## src/rtl/ubrtf_pkg.sv

```systemverilog
// ----------------------------------------------------------------------------
// ubrtf_pkg
// Types and codes of the buffered serial-port rings with error counters.
// ----------------------------------------------------------------------------
package ubrtf_pkg;

   // request kinds
   localparam logic [2:0] REQ_ARRIVAL  = 3'd0;
   localparam logic [2:0] REQ_TX_READY = 3'd1;
   localparam logic [2:0] REQ_PUSH     = 3'd2;
   localparam logic [2:0] REQ_POP      = 3'd3;
   localparam logic [2:0] REQ_CNT_READ = 3'd4;

   // counter indexes
   localparam logic [2:0] CNT_RX_BYTES  = 3'd0;
   localparam logic [2:0] CNT_TX_BYTES  = 3'd1;
   localparam logic [2:0] CNT_PARITY    = 3'd2;
   localparam logic [2:0] CNT_FRAMING   = 3'd3;
   localparam logic [2:0] CNT_OVERRUN   = 3'd4;
   localparam logic [2:0] CNT_OVERFLOW  = 3'd5;
   localparam logic [2:0] CNT_RX_EVENTS = 3'd6;
   localparam logic [2:0] CNT_TX_EVENTS = 3'd7;

   localparam int NUM_COUNTERS = 8;

   // event status codes
   localparam logic [2:0] EVT_OK       = 3'd0;
   localparam logic [2:0] EVT_PARITY   = 3'd1;
   localparam logic [2:0] EVT_FRAMING  = 3'd2;
   localparam logic [2:0] EVT_OVERRUN  = 3'd3;
   localparam logic [2:0] EVT_OVERFLOW = 3'd4;

   typedef struct packed {
      logic [2:0] req_type;
      logic [7:0] data_byte;
      logic       parity_flag;
      logic       framing_flag;
      logic       overrun_flag;
      logic [2:0] counter_select;
   } req_beat_type;

   typedef struct packed {
      logic [7:0]  host_byte;
      logic        host_byte_valid;
      logic [7:0]  line_byte;
      logic        line_byte_valid;
      logic        push_refused;
      logic [2:0]  event_status;
      logic        rx_not_empty;
      logic        tx_is_empty;
      logic        tx_irq_on;
      logic [31:0] counter_value;
   } rsp_beat_type;

   // controller to datapath
   typedef struct packed {
      logic load;   // capture request, read rings and counter
      logic exec;   // update state, register result
   } cmd_type;

endpackage

```

## src/rtl/ubrtf_ctrl.sv

```systemverilog
// ----------------------------------------------------------------------------
// ubrtf_ctrl
// Two-state sequencer: capture a request, then execute it and strobe result.
// ----------------------------------------------------------------------------
module ubrtf_ctrl (
   input  logic              clock,
   input  logic              reset,
   input  logic              start,
   output logic              busy,
   output logic              rsp_strobe,
   output ubrtf_pkg::cmd_type cmd
);

   localparam logic ST_IDLE = 1'b0;
   localparam logic ST_EXEC = 1'b1;

   logic state_ff, state_in;
   logic strobe_ff, strobe_in;

   always_comb begin
      state_in = state_ff;
      case (state_ff)
         ST_IDLE: begin
            if (start) state_in = ST_EXEC;
         end
         ST_EXEC: begin
            state_in = ST_IDLE;
         end
         default: begin
            state_in = ST_IDLE;
         end
      endcase
   end

   assign cmd.load  = (state_ff == ST_IDLE) && start;
   assign cmd.exec  = (state_ff == ST_EXEC);
   assign strobe_in = cmd.exec;

   always_ff @(posedge clock) begin
      if (reset) begin
         state_ff  <= ST_IDLE;
         strobe_ff <= 1'b0;
      end else begin
         state_ff  <= state_in;
         strobe_ff <= strobe_in;
      end
   end

   assign busy       = (state_ff == ST_EXEC);
   assign rsp_strobe = strobe_ff;

endmodule

```

## src/rtl/ubrtf_datapath.sv

```systemverilog
// ----------------------------------------------------------------------------
// ubrtf_datapath
// Receive and transmit rings, ring pointers, interrupt enable and counters.
// ----------------------------------------------------------------------------
module ubrtf_datapath #(
   parameter int RX_DEPTH    = 16,
   parameter int TX_DEPTH    = 16,
   parameter int COUNT_WIDTH = 32
) (
   input  logic                   clock,
   input  logic                   reset,
   input  ubrtf_pkg::cmd_type      cmd,
   input  ubrtf_pkg::req_beat_type req_beat,
   output ubrtf_pkg::rsp_beat_type rsp_beat
);

   localparam int RX_AW = $clog2(RX_DEPTH);
   localparam int TX_AW = $clog2(TX_DEPTH);
   localparam logic [RX_AW-1:0] RX_LAST = RX_AW'(RX_DEPTH - 1);
   localparam logic [TX_AW-1:0] TX_LAST = TX_AW'(TX_DEPTH - 1);

   logic [7:0] rx_mem [RX_DEPTH];
   logic [7:0] tx_mem [TX_DEPTH];

   ubrtf_pkg::req_beat_type req_ff;
   logic [7:0]             rx_rd_data_ff;
   logic [7:0]             tx_rd_data_ff;
   logic [COUNT_WIDTH-1:0] cnt_rd_ff;
   logic [COUNT_WIDTH-1:0] cnt_ff [ubrtf_pkg::NUM_COUNTERS];

   logic [RX_AW-1:0] rx_wr_ptr_ff, rx_wr_ptr_in, rx_rd_ptr_ff, rx_rd_ptr_in, rx_nx;
   logic [TX_AW-1:0] tx_wr_ptr_ff, tx_wr_ptr_in, tx_rd_ptr_ff, tx_rd_ptr_in, tx_nx, tx_rd_nx;
   logic [RX_AW-1:0] rx_rd_nx;
   logic             irq_ff, irq_in;
   logic             rx_we, tx_we;
   logic [ubrtf_pkg::NUM_COUNTERS-1:0] bump;
   logic             rx_full, rx_empty, tx_full, tx_empty;

   ubrtf_pkg::rsp_beat_type rsp_ff, rsp_in;

   assign rx_nx    = (rx_wr_ptr_ff == RX_LAST) ? '0 : rx_wr_ptr_ff + 1'b1;
   assign rx_rd_nx = (rx_rd_ptr_ff == RX_LAST) ? '0 : rx_rd_ptr_ff + 1'b1;
   assign tx_nx    = (tx_wr_ptr_ff == TX_LAST) ? '0 : tx_wr_ptr_ff + 1'b1;
   assign tx_rd_nx = (tx_rd_ptr_ff == TX_LAST) ? '0 : tx_rd_ptr_ff + 1'b1;
   assign rx_full  = (rx_nx == rx_rd_ptr_ff);
   assign rx_empty = (rx_rd_ptr_ff == rx_wr_ptr_ff);
   assign tx_full  = (tx_nx == tx_rd_ptr_ff);
   assign tx_empty = (tx_rd_ptr_ff == tx_wr_ptr_ff);

   always_comb begin
      rx_wr_ptr_in = rx_wr_ptr_ff;
      rx_rd_ptr_in = rx_rd_ptr_ff;
      tx_wr_ptr_in = tx_wr_ptr_ff;
      tx_rd_ptr_in = tx_rd_ptr_ff;
      irq_in       = irq_ff;
      rx_we        = 1'b0;
      tx_we        = 1'b0;
      bump         = '0;
      rsp_in       = '0;
      case (req_ff.req_type)
         ubrtf_pkg::REQ_ARRIVAL: begin
            bump[ubrtf_pkg::CNT_RX_EVENTS] = 1'b1;
            // parity beats framing beats overrun
            if (req_ff.parity_flag) begin
               bump[ubrtf_pkg::CNT_PARITY] = 1'b1;
               rsp_in.event_status         = ubrtf_pkg::EVT_PARITY;
            end else if (req_ff.framing_flag) begin
               bump[ubrtf_pkg::CNT_FRAMING] = 1'b1;
               rsp_in.event_status          = ubrtf_pkg::EVT_FRAMING;
            end else if (req_ff.overrun_flag) begin
               bump[ubrtf_pkg::CNT_OVERRUN] = 1'b1;
               rsp_in.event_status          = ubrtf_pkg::EVT_OVERRUN;
            end else if (!rx_full) begin
               rx_we                         = 1'b1;
               rx_wr_ptr_in                  = rx_nx;
               bump[ubrtf_pkg::CNT_RX_BYTES] = 1'b1;
            end else begin
               bump[ubrtf_pkg::CNT_OVERFLOW] = 1'b1;
               rsp_in.event_status           = ubrtf_pkg::EVT_OVERFLOW;
            end
         end
         ubrtf_pkg::REQ_TX_READY: begin
            bump[ubrtf_pkg::CNT_TX_EVENTS] = 1'b1;
            if (!tx_empty) begin
               bump[ubrtf_pkg::CNT_TX_BYTES] = 1'b1;
               rsp_in.line_byte              = tx_rd_data_ff;
               rsp_in.line_byte_valid        = 1'b1;
               tx_rd_ptr_in                  = tx_rd_nx;
            end else begin
               irq_in = 1'b0;
            end
         end
         ubrtf_pkg::REQ_PUSH: begin
            if (tx_full) begin
               rsp_in.push_refused = 1'b1;
            end else begin
               if (tx_empty) irq_in = 1'b1;
               tx_we        = 1'b1;
               tx_wr_ptr_in = tx_nx;
            end
         end
         ubrtf_pkg::REQ_POP: begin
            if (!rx_empty) begin
               rsp_in.host_byte       = rx_rd_data_ff;
               rsp_in.host_byte_valid = 1'b1;
               rx_rd_ptr_in           = rx_rd_nx;
            end
         end
         ubrtf_pkg::REQ_CNT_READ: begin
            rsp_in.counter_value = 32'(cnt_rd_ff);
         end
         default: begin
         end
      endcase
      rsp_in.rx_not_empty = (rx_rd_ptr_in != rx_wr_ptr_in);
      rsp_in.tx_is_empty  = (tx_rd_ptr_in == tx_wr_ptr_in);
      rsp_in.tx_irq_on    = irq_in;
   end

   // ring storage: one write, one registered read
   always_ff @(posedge clock) begin
      if (cmd.exec && rx_we) rx_mem[rx_wr_ptr_ff] <= req_ff.data_byte;
      if (cmd.load) rx_rd_data_ff <= rx_mem[rx_rd_ptr_ff];
   end

   always_ff @(posedge clock) begin
      if (cmd.exec && tx_we) tx_mem[tx_wr_ptr_ff] <= req_ff.data_byte;
      if (cmd.load) tx_rd_data_ff <= tx_mem[tx_rd_ptr_ff];
   end

   // payload capture
   always_ff @(posedge clock) begin
      if (cmd.load) begin
         req_ff    <= req_beat;
         cnt_rd_ff <= cnt_ff[req_beat.counter_select];
      end
      if (cmd.exec) rsp_ff <= rsp_in;
   end

   always_ff @(posedge clock) begin
      if (reset) begin
         rx_wr_ptr_ff <= '0;
         rx_rd_ptr_ff <= '0;
         tx_wr_ptr_ff <= '0;
         tx_rd_ptr_ff <= '0;
         irq_ff       <= 1'b0;
      end else if (cmd.exec) begin
         rx_wr_ptr_ff <= rx_wr_ptr_in;
         rx_rd_ptr_ff <= rx_rd_ptr_in;
         tx_wr_ptr_ff <= tx_wr_ptr_in;
         tx_rd_ptr_ff <= tx_rd_ptr_in;
         irq_ff       <= irq_in;
      end
   end

   // counters wrap at COUNT_WIDTH bits
   always_ff @(posedge clock) begin
      for (int i = 0; i < ubrtf_pkg::NUM_COUNTERS; i++) begin
         if (reset) begin
            cnt_ff[i] <= '0;
         end else if (cmd.exec && bump[i]) begin
            cnt_ff[i] <= cnt_ff[i] + COUNT_WIDTH'(1);
         end
      end
   end

   assign rsp_beat = rsp_ff;

endmodule

```

## src/rtl/uart_buffered_rx_tx_fifo_top.sv

```systemverilog
// A request accepted while idle is captured, reading its ring byte and counter;
// the execute state then updates the rings and registers the result beat,
// and the result strobe is registered from the execute state. No new request
// is taken while busy, in the execute state that follows every capture.
// Reset (synchronous, active high) empties both rings, clears the transmit
// interrupt enable and all counters; ring contents are not cleared.
// ----------------------------------------------------------------------------
// uart_buffered_rx_tx_fifo_top
// Buffered serial-port receive/transmit rings with error and event counters.
// ----------------------------------------------------------------------------
module uart_buffered_rx_tx_fifo_top #(
   parameter int RX_DEPTH    = 16,
   parameter int TX_DEPTH    = 16,
   parameter int COUNT_WIDTH = 32
) (
   input  logic                   clock,
   input  logic                   reset,
   input  logic                   start,
   output logic                   busy,
   input  ubrtf_pkg::req_beat_type req_beat,
   output logic                   rsp_strobe,
   output ubrtf_pkg::rsp_beat_type rsp_beat
);

   ubrtf_pkg::cmd_type cmd;

   ubrtf_ctrl u_ctrl (
      .clock      (clock),
      .reset      (reset),
      .start      (start),
      .busy       (busy),
      .rsp_strobe (rsp_strobe),
      .cmd        (cmd)
   );

   ubrtf_datapath #(
      .RX_DEPTH    (RX_DEPTH),
      .TX_DEPTH    (TX_DEPTH),
      .COUNT_WIDTH (COUNT_WIDTH)
   ) u_datapath (
      .clock    (clock),
      .reset    (reset),
      .cmd      (cmd),
      .req_beat (req_beat),
      .rsp_beat (rsp_beat)
   );

endmodule

```

## config.mk

```make
export PLATFORM = sky130hd
export DESIGN_NAME = uart_buffered_rx_tx_fifo_top
export DESIGN_NICKNAME = d
export VERILOG_FILES = /design/src/rtl/ubrtf_pkg.sv /design/src/rtl/ubrtf_ctrl.sv /design/src/rtl/ubrtf_datapath.sv /design/src/rtl/uart_buffered_rx_tx_fifo_top.sv
export SDC_FILE = /design/constraint.sdc
export NUM_CORES = 1
export LEC_CHECK = 0
export ABC_AREA = 1
export BUFFER_PORTS_ARGS = -buffer_cell sky130_fd_sc_hd__buf_2
export CORE_AREA = 2 2 363 365
export DETAILED_ROUTE_END_ITERATION = 8
export DIE_AREA = 0 0 365 367
export GPL_TIMING_DRIVEN = 0
export HOLD_SLACK_MARGIN = 0.15
export PLACE_DENSITY = 0.51
export SLEW_MARGIN = 20
export SYNTH_ARGS = -nofsm -noshare
export SYNTH_HDL_FRONTEND = slang
export SYNTH_SLANG_ARGS = --single-unit
```

## constraint.sdc

```tcl
create_clock -name clock -period 5.2 [get_ports clock]
set_input_delay 0.52 -clock clock [delete_from_list [all_inputs] [get_ports clock]]
set_output_delay 0.52 -clock clock [all_outputs]
set_load 0.005 [all_outputs]
```

* Yosys cells after proc, flatten, opt, wreduce, memory -nomap -nowiden
Memories as Yosys holds them, arrays and structs flattened. A register that Yosys moved wholly into a read port is not among the register bits. Index checks and enable logic that the tools add are counted.
Word-level totals: register bits after elaboration 90, bits in writable memories 512, output and inout bits 59, memories kept 3
Cells by class: add/subtract/negate cells 12, equal/unequal tests 14, muxes and demuxes 83, bitwise operators 12, reductions and logical operators 15
Memories:
- u_datapath.cnt_ff | depth 8, bits a word 32, read ports 9, clocked after memory_dff 1, wr ports 8, line ubrtf_datapath.sv:29 | logic [COUNT_WIDTH-1:0] cnt_ff [ubrtf_pkg::NUM_COUNTERS];
- u_datapath.rx_mem | depth 16, bits a word 8, read ports 1, clocked after memory_dff 1, wr ports 1, line ubrtf_datapath.sv:22 | logic [7:0] rx_mem [RX_DEPTH];
- u_datapath.tx_mem | depth 16, bits a word 8, read ports 1, clocked after memory_dff 1, wr ports 1, line ubrtf_datapath.sv:23 | logic [7:0] tx_mem [TX_DEPTH];
Operators with widths (number):
- $add A32 B1 Y32 const B | 8
- $mux W32 | 8
- $mux W4 | 15
- $mux W1 | 52
- $eq A4 B4 Y1 | 5
- $add A4 B1 Y4 const B | 4
- $eq A4 B4 Y1 const B | 4
- $logic_and A1 B1 Y1 | 10
- $or A1 B1 Y1 | 8
- $eq A3 B2 Y1 const B | 2
- $mux W2 | 3
- $mux W3 | 2
- $reduce_or A2 Y1 | 3
- $mux W5 | 1
- $ne A4 B4 Y1 | 1
- $not A1 Y1 | 4
- $pmux W1 S2 | 2
- $reduce_or A4 Y1 | 1
- $eq A3 B1 Y1 const B | 1
- $eq A3 B3 Y1 const B | 1
- $logic_not A3 Y1 | 1

* Longest topological paths before layout
Gate-level depths: netlist of run 1.
depth after elaboration 13, depth in mapped cells 15, mapped depth without buffers 15

* Cells and area by module
A second synthesis of run 1 with hierarchy kept.
Second synthesis, totals: cells, all modules 3371, area total of the unflattened synthesis 32220.9 µm²
Modules (own cells, without submodules):
- ubrtf_datapath | instances 1, cells an instance 3363, area an instance 32149.6 µm²
- ubrtf_ctrl | instances 1, cells an instance 8, area an instance 71.3 µm²

* Worst setup path after synthesis of run 1
OpenSTA, ideal clock, no wires.
path type register -> register, from reg u_ctrl.state_ff, in the netlist u_ctrl.busy, to mem u_datapath.cnt_ff[3][0], enable pin, library setup time 0.470 ns, data arrival time 4.637 ns, required time 4.730 ns, setup slack 0.093 ns, cell stages (with the launch flop) 5, path buffers 0, cell sequence dfxtp_1 -> inv_2 -> nor2_1 -> inv_1 -> o31ai_1
RTL lines:
- from (decl) | line ubrtf_ctrl.sv:17 | logic state_ff, state_in;
- from (signal assigned) | line ubrtf_ctrl.sv:44 | state_ff <= state_in;
- to (decl) | line ubrtf_datapath.sv:29

* Final worst setup path of run 1
from reg u_datapath.tx_wr_ptr_ff[0], to mem u_datapath.tx_mem[8][5], enable pin
On the way: word-level cells in the longest chain between the ends 8, elaborated cells on any way between the ends 9, classes of those cells 1 x add/sub; 2 x eq/ne; 5 x mux; 1 x reduce/logical
Ends and longest elaborated chain:
- from (decl) | line ubrtf_datapath.sv:32 | logic [TX_AW-1:0] tx_wr_ptr_ff, tx_wr_ptr_in, tx_rd_ptr_ff, tx_rd_ptr_in, tx_nx, tx_rd_nx;
- from (signal assigned) | line ubrtf_datapath.sv:150 | tx_wr_ptr_ff <= tx_wr_ptr_in;
- $add A4 B1 Y4 or $eq A4 B4 Y1 (tied branches) | line ubrtf_datapath.sv:43 | assign tx_nx = (tx_wr_ptr_ff == TX_LAST) ? '0 : tx_wr_ptr_ff + 1'b1;
- $mux W4 | line ubrtf_datapath.sv:43
- $eq A4 B4 Y1 | line ubrtf_datapath.sv:47 | assign tx_full = (tx_nx == tx_rd_ptr_ff);
- $mux W1 | line ubrtf_datapath.sv:94 | if (tx_full) begin
- $mux W1 | line ubrtf_datapath.sv:60 | case (req_ff.req_type)
- $logic_and A1 B1 Y1 | line ubrtf_datapath.sv:127 | if (cmd.exec && tx_we) tx_mem[tx_wr_ptr_ff] <= req_ff.data_byte;
- $mux W1 | line ubrtf_datapath.sv:127
- $mux W1 (implied by the code) | line ubrtf_datapath.sv:127
- to (decl) | line ubrtf_datapath.sv:23
Parallel ways exist; a longest one is shown, timed or not.

==> results of run 1 <==
==> cell usage in the layout, fill, tap and decap left out, types with 40 or more instances in the layout <==
cell type and instances:
buf_2 89, nand4_1 57, a21oi_1 246, inv_1 380, nand3_1 134, nand2_1 537, a31oi_1 40, clkbuf_16 75
clkbuf_1 101, nor2_1 458, o21ai_0 312, nor3_1 96, edfxtp_1 631, o22ai_1 44
==> sequential cells by signal (all words and copies together), names as in the netlist <==
| signal | count |
|---|---|
| u_datapath.tx_rd_data_ff | 8 |
| u_datapath.cnt_rd_ff | 32 |
| u_datapath.tx_rd_ptr_ff | 4 |
| u_ctrl.rsp_strobe | 1 |
| u_datapath.tx_mem | 128 |
| u_datapath.irq_ff | 1 |
| u_datapath.rx_wr_ptr_ff | 4 |
| u_datapath.rsp_beat | 57 |
| u_datapath.rx_mem | 128 |
| u_datapath.cnt_ff | 256 |
| u_datapath.rx_rd_ptr_ff | 4 |
| u_datapath.rx_rd_data_ff | 8 |
| u_datapath.req_ff | 14 |
| u_ctrl.busy | 1 |
| u_datapath.tx_wr_ptr_ff | 4 |
==> metrics by stage <==
step                std cells  power [mW]  util, %
floorplan                3382        6.39        -
global placement         5213        6.71     26.8
detailed placement       5237        6.75     27.2
CTS                      5386        12.3     29.3
global route             5386        12.5     29.3
finish                   5388        12.2     29.3
==> power by group <==
| part | internal, mW | leakage [nW] | switching [mW] |
|---|---|---|---|
| logic | 0.174 | 6.15 | 0.463 |
| registers | 5.88 | 6.24 | 0.139 |
| clock network | 3.20 | 1.22 | 2.31 |
==> kinds of logic after synthesis <==
logic type                 after synthesis  share of synthesized area (%)
and+or+nand+nor                       1417                           19.8
AOI/OAI and AO/OA                      733                           12.5
DFF                                    650                           59.7
adders and majority gates               18                          0.696
xor gates and xnor gates                41                           1.11
buffers and inverters                  523                           6.25
==> path summary, 6_finish.rpt <==
kind / startpoint / end / slack [ns] / depth (start not counted)
worst max-delay path: u_datapath.tx_wr_ptr_ff[0] / u_datapath.tx_mem[8][5] / 2.03 / 11
worst min register to register: u_datapath.irq_ff / u_datapath.irq_ff / 0.47 / 2
worst min-delay path: reset / u_ctrl.rsp_strobe / 0.26 / 2
worst max register to register: u_datapath.tx_wr_ptr_ff[0] / u_datapath.tx_mem[8][5] / 2.03 / 11
==> layout make-up <==
| type | instances | area share [%] |
|---|---|---|
| antenna | 2 | 0.0131 |
| buffer | 121 | 1.34 |
| clock buffer | 88 | 5.09 |
| clock inverter | 46 | 1.46 |
| inverter | 402 | 3.96 |
| multi-input combinational | 2209 | 29.1 |
| sequential | 650 | 50.6 |
| tap | 1755 | 5.75 |
| timing repair buffer | 115 | 2.66 |
==> timing repair <==
action	CTS	global route
hold buffers	15	0
setup endpoints to repair	0	0
resized for setup	0	0
hold endpoints to repair	15	0
==> metal layers <==
metal  vias to the layer above  part of all wire [%]  track usage (%)
met5                         -                  0.15                0
met4                         8                   4.2             6.51
met3                       209                   7.2             3.21
met2                       864                    44             23.2
met1                     12400                    45             21.4
li1                      12200                     -                -
==> out/metrics.cfg, run 1 <==
[status]
status = completed

[clock_tree]
cts-htree-levels = 3
cts_made_buffers = 74
clock-sinks = 650
clock-root-buffer = clkbuf_16
cts_tree = done
cts_max_path_buffers = 3
cts_setup_buffers = 0
clock_latency_ns = 0.68
cts.reportedPaths.clkPinSlew_ns = 0.06

[flow_run]
drv_cap = 0

[logic_synthesis]
ys_seq_area_share_pct = 59.7
synth_top_cell_area_share_pct = 58.5
post_synth.cell_area_avg_um2 = 9.57
syn_inst = 3382
synth_edf_count = 631
synth_ff_type = edfxtp_1
ys_top_cells_by_count = edfxtp_1 (631), nand2_1 (540), nor2_1 (459)
async_flop_share_pct = 0
synth.distinct_cells = 55
yosysMostFrequentCell = edfxtp_1
yosys_warnings = 0
synth.area.top_cells = edfxtp_1 (59%), nand2_1 (6.3%), nor2_1 (5.3%), o21ai_0 (4.9%), inv_1 (4.4%)
yosys.area.top_type = edfxtp_1
ys_ff_latch = 650
synthesis.area_um2 = 32400
synth_fp_nets = 3420

[finish]
ff_latch_area_um2 = 19300
fillers = 13800
multi_input_area_um2 = 11100
design_area_um2 = 38200
layout-drive-gt1-share_pct = 9.69
final_nets = 3611
syn2layout_area_growth_pct = 18.0

[global_routing]
grt_max_degree = 44
antenna_found_initial = 6
track_usage_pct = 15.4
first_global_vias = 23900
grt_overflow = 0
grt_pass1_wl_um = 155000

[placement]
place.gp.congestion = 0.939
numPortBuffers = 76
place_area_um2 = 35500
dpl.hpwl_um = 78300
dp_slack_ns = 2.08

[route]
drt_iter0_drc = 2703
wl_um = 105000
route.detailed.drc = 0
via_per_inst = 4.76
antenna_left = 0
num_vias = 25600
wire_per_inst_um = 19.5
firstDrtPassIters = 6

[timing]
finClkSkew_ns = 0.0291
relSlewSlack_pct = 37.8
fin_crit_sh_pct = 60.9
hold_violations = 0
setup_viol = 0
drv_slew = 0
finalWorstSetupSlack_ns = 2.03
finalSetupTns_ns = 0
rsz0062_at_grt = false
worstMarginPinSlew_ns = 0.930
min_period_ns = 3.17
timing.hold.ws_ns = 0.264
clock.fmax_mhz = 316

[power_and_ir_drop]
ir_drop_uv = 267
p_leak_nw = 13.6
power_density_nw_per_um2 = 319

[floorplanning]
die_y_um = 367
start_util_pct = 24.8
ios = 79
coreArea_um2 = 130000
die_w_um = 365
die_area_um2 = 134000
placementRows = 133

[setup_path]
cp.required_ns = 5.48
crit_slowest_cell = nor2_1
crit_chain = inv_1 > ha_1 > inv_1 > nand2_1 > nand3_1 > inv_1 > nand2_1 > o21bai_4 > nor2_1 > nand2_1 > nor2_1
crit_type = flop to flop
end_kind = flop
crit_family = simple AND/OR/NAND/NOR gates
cpPeakStageDelay_ns = 0.74
start_kind = flop
crit_fanout = 8
worstPathArrival_ns = 3.45
path_buf_inv = 3

[min_path]
holdCritPathClass = input pin to flop

(Power assumes the default switching activity.)
==> run 2: changes to the inputs <==
--- a/config.mk
+++ b/config.mk
@@ -5,14 +5,14 @@
 export SDC_FILE = /design/constraint.sdc
 export NUM_CORES = 1
 export LEC_CHECK = 0
-export ABC_AREA = 1
+export ABC_AREA = 0
 export BUFFER_PORTS_ARGS = -buffer_cell sky130_fd_sc_hd__buf_2
-export CORE_AREA = 2 2 363 365
+export CORE_AREA = 2 2 353 355
 export DETAILED_ROUTE_END_ITERATION = 8
-export DIE_AREA = 0 0 365 367
+export DIE_AREA = 0 0 355 357
 export GPL_TIMING_DRIVEN = 0
 export HOLD_SLACK_MARGIN = 0.15
-export PLACE_DENSITY = 0.51
+export PLACE_DENSITY = 0.5
 export SLEW_MARGIN = 20
 export SYNTH_ARGS = -nofsm -noshare
 export SYNTH_HDL_FRONTEND = slang
==> constraint.sdc (replaced) <==
create_clock -name clock -period 3.01 [get_ports clock]
set_input_delay 0.301 -clock clock [delete_from_list [all_inputs] [get_ports clock]]
set_output_delay 0.301 -clock clock [all_outputs]
set_load 0.005 [all_outputs]
==> run 2 against run 1 <==
  * Sequential share of layout area is 2.2 points higher
  * Worst setup slack worse by 2.0 ns
  * Synthesized area is 5.7% lower
  * Design area is 4.2% lower
  * Routed wire length is 22% lower
  * Register-to-register slack worse by 2.0 ns
  * Critical path type unchanged
  * Largest power group unchanged
==> out/metrics.cfg, run 2 <==
[finish]
mostFrequentLayoutCell = edfxtp_1
final_nets = 2425  ; -33%
final_cells = 4079  ; -24%
largest_register_ffs = 256  ; unchanged
antenna_cells = 0  ; -2
final_cell_mix = edfxtp_1 (631), nor2_1 (297), xor2_1 (166)
reg.largest.list = u_datapath.cnt_ff (256), u_datapath.rx_mem (128), u_datapath.tx_mem (128)
syn2layout_area_growth_pct = 19.9
regMostFlops = u_datapath.cnt_ff
multi_input_area_um2 = 11100  ; -0.17%
fillers = 12400  ; -9.6%
layout-drive-gt1-share_pct = 19.9  ; +10 points
ff_latch_area_um2 = 19300  ; about the same

[power_and_ir_drop]
power_density_nw_per_um2 = 559  ; +75%
ir_drop_uv = 414  ; +55%
p_leak_nw = 11.6  ; -15%

[placement]
numPortBuffers = 75  ; -1.3%
place.gp.congestion = 0.816  ; -13%
dpl.hpwl_um = 56400  ; -28%
dp.cells = 3899  ; -26%

[logic_synthesis]
yosys_warnings = 0  ; unchanged
synth_edf_count = 631  ; unchanged
synth-simple-area-share_pct = 13.0  ; -6.8 points
async_flop_share_pct = 0  ; unchanged
synth_ff_type = edfxtp_1
synth_top_family_by_area = simple AND/OR/NAND/NOR gates
synth_compound_area_share_pct = 2.82  ; -9.7 points
synth.area.top_cells = edfxtp_1 (62%), mux4_2 (8.9%), xor2_1 (4.8%), nor2_1 (3.8%), xnor2_1 (2.3%)
synth.distinct_cells = 65  ; +18%
ys_ff_latch = 650  ; unchanged
yosys.area.top_type = edfxtp_1
ys_seq_area_share_pct = 63.3  ; +3.6 points
synth_top_cell_area_share_pct = 62.1  ; +3.6 points
ys_top_cells_by_count = edfxtp_1 (631), nor2_1 (310), xor2_1 (166)
synth-adder-area-share_pct = 0.738  ; +0.042 points
syn_inst = 2173  ; -36%
post_synth.cell_area_avg_um2 = 14.0  ; +47%
synth-xor-area-share_pct = 7.14  ; +6.0 points
synthesis.area_um2 = 30500  ; -5.7%
synthMuxAreaShare_pct = 11.4  ; +11 points
synth_fp_nets = 2211  ; -35%
yosysMostFrequentCell = edfxtp_1

[timing]
fin_crit_sh_pct = 97.8  ; +37 points
relSlewSlack_pct = 29.0  ; -8.8 points
setup_viol = 0  ; unchanged
finClkSkew_ns = 0.0212  ; -0.00788 ns
worstMarginPinSlew_ns = 1.06  ; +0.127 ns
clock.fmax_mhz = 340  ; +7.7%
min_period_ns = 2.94  ; -0.227 ns
hold_violations = 0  ; unchanged
timing.hold.ws_ns = 0.364  ; +0.0999 ns
drv_slew = 0  ; unchanged
rsz0062_at_grt = true

[min_path]
holdCritPathClass = input pin to flop
holdPathStages = 2  ; unchanged
worstHoldEndpoint = u_datapath.req_ff[5]
min_from = req_beat[5]

[clock_tree]
clock_latency_ns = 0.66  ; -0.02 ns
clock-root-buffer = clkbuf_16
cts_made_buffers = 76  ; +2.7%
cts.reportedPaths.clkPinSlew_ns = 0.06  ; about the same
cts_tree = done
cts-htree-levels = 3  ; unchanged
clock-sinks = 650  ; unchanged
cts_max_path_buffers = 3  ; unchanged

[floorplanning]
placementRows = 129  ; -3.0%
die_w_um = 355  ; -2.7%
coreArea_um2 = 123000  ; -5.7%
die_y_um = 357  ; -2.7%
ios = 79  ; unchanged
start_util_pct = 24.8  ; about the same
die_area_um2 = 127000  ; -5.4%

[setup_path]
crit_chain = buf_4 > inv_1 > ha_1 > xor2_1 > nor4_4 > a21oi_4 > buf_4 > a211oi_1 > a31oi_1 > or4_4
crit_fanout = 10  ; +2
start_kind = flop
crit_family = simple AND/OR/NAND/NOR gates
critPathMostFrequentCell = buf_4
crit_type = flop to flop
path_buf_inv = 3  ; unchanged
r2r-start = u_datapath.rx_wr_ptr_ff[1]
r2r_slack_ns = 0.07  ; -1.96 ns
timing.rr.end = u_datapath.rsp_beat[34]
end_kind = flop
r2r_cells = 10  ; -1
cpPeakStageDelay_ns = 0.58  ; -0.16 ns
cp.required_ns = 3.38  ; -2.10 ns
crit_slowest_cell = or4_4
worstPathArrival_ns = 3.32  ; -0.13 ns

[route]
wire_per_inst_um = 20.0  ; +2.5%
num_vias = 18500  ; -28%
wl_um = 81500  ; -22%
drt_iter0_drc = 1777  ; -34%
via_per_inst = 4.54  ; -4.6%
antenna_left = 0  ; unchanged
route.detailed.drc = 0  ; unchanged
firstDrtPassIters = 6  ; unchanged

[global_routing]
first_global_vias = 18100  ; -24%
track_usage_pct = 12.7  ; -2.7 points
grt_max_degree = 33  ; -25%
grt_overflow = 0  ; unchanged
antenna_found_initial = 6  ; unchanged
grt_pass1_wl_um = 120000  ; -22%

[status]
status = completed

[flow_run]
drv_cap = 0  ; unchanged

run 2: kinds of logic (layout without fill, tap and decap cells):
logic type / count (synthesis) / in the layout
adder cells (fa/ha/maj): 18 / 18
XOR/XNOR: 247 / 247
AO/OA/AOI/OAI: 128 / 128
flip-flops: 650 / 650
multiplexers: 192 / 192
buffers and inverters: 123 / 391
AND/OR/NAND/NOR: 815 / 816
run 2: cell type report:
cell class / count / share of cell area [%]
plain buffers: 96 / 1.19
clock buffers: 93 / 5.43
clock inverters: 40 / 1.21
inverters: 26 / 0.267
multi-input cells: 1401 / 30.3
flip-flops and latches: 650 / 52.8
well taps: 1637 / 5.60
repair buffers: 136 / 3.13
run 2: routing by layer:
layer	track usage (%)	wire, um	share of wire (%)
met2	19.9	37500	46
met5	0	16	0.020
met4	3.93	1890	2.3
met1	17.7	38100	47
met3	2.45	3960	4.9
run 2: metrics by stage:
step	setup TNS [ns]	utilization [%]	power (mW)	worst slack [ns]	cell area (um2)
after floorplan	-4.90	-	11.0	-0.153	30500
after global placement	-817.65	26.8	11.4	-1.89	32900
after detailed placement	-568.24	27.0	11.4	-1.24	33200
after CTS	0	29.5	20.7	0.00777	36200
after global routing	-0.0443	29.7	21.2	-0.0443	36600
final	0	29.7	20.5	0.0675	36600
run 2: power by group:
part           internal (mW)  switching, mW  leakage [nW]  total [mW]
combinational          0.393          0.496          4.17       0.889
sequential              10.2          0.244          6.25        10.4
clock                   5.32           3.83          1.17        9.15
run 2: worst max path at each step:
| stage | start | endpoint | slack [ns] | cells past startpoint |
|---|---|---|---|---|
| after floorplan | u_datapath.rx_wr_ptr_ff[0] | u_datapath.rx_mem[3][0] | -0.15 | 8 |
| after global placement | u_ctrl.busy | u_datapath.cnt_rd_ff[28] | -1.89 | 2 |
| after detailed placement | u_ctrl.busy | u_datapath.cnt_ff[0][25] | -1.24 | 5 |
| after CTS | u_datapath.tx_wr_ptr_ff[2] | u_datapath.tx_mem[11][2] | 0.008 | 8 |
| after global routing | u_datapath.rx_wr_ptr_ff[1] | u_datapath.rsp_beat[34] | -0.04 | 10 |
| final | u_datapath.rx_wr_ptr_ff[1] | u_datapath.rsp_beat[34] | 0.07 | 10 |
run 2: repair_timing:
item,in CTS,in global routing
pin swaps,8,7
cloned,1,0
hold buffers,16,0
endpoints found under the setup margin,768,464
resized for setup,64,43
hold endpoints to repair,29,0
setup buffers,11,15
run 2: worst reg2reg max path: cells and delay by family, from the launching register on:
| kind | cells | cell delay (ns) |
|---|---|---|
| buffers and inverters | 3 | 0.47 |
| DFF | 1 | 0.37 |
| xor gates and xnor gates | 1 | 0.19 |
| adders and majority gates | 1 | 0.35 |
| and+or+nand+nor | 2 | 0.89 |
| AOI/OAI and AO/OA | 3 | 0.41 |
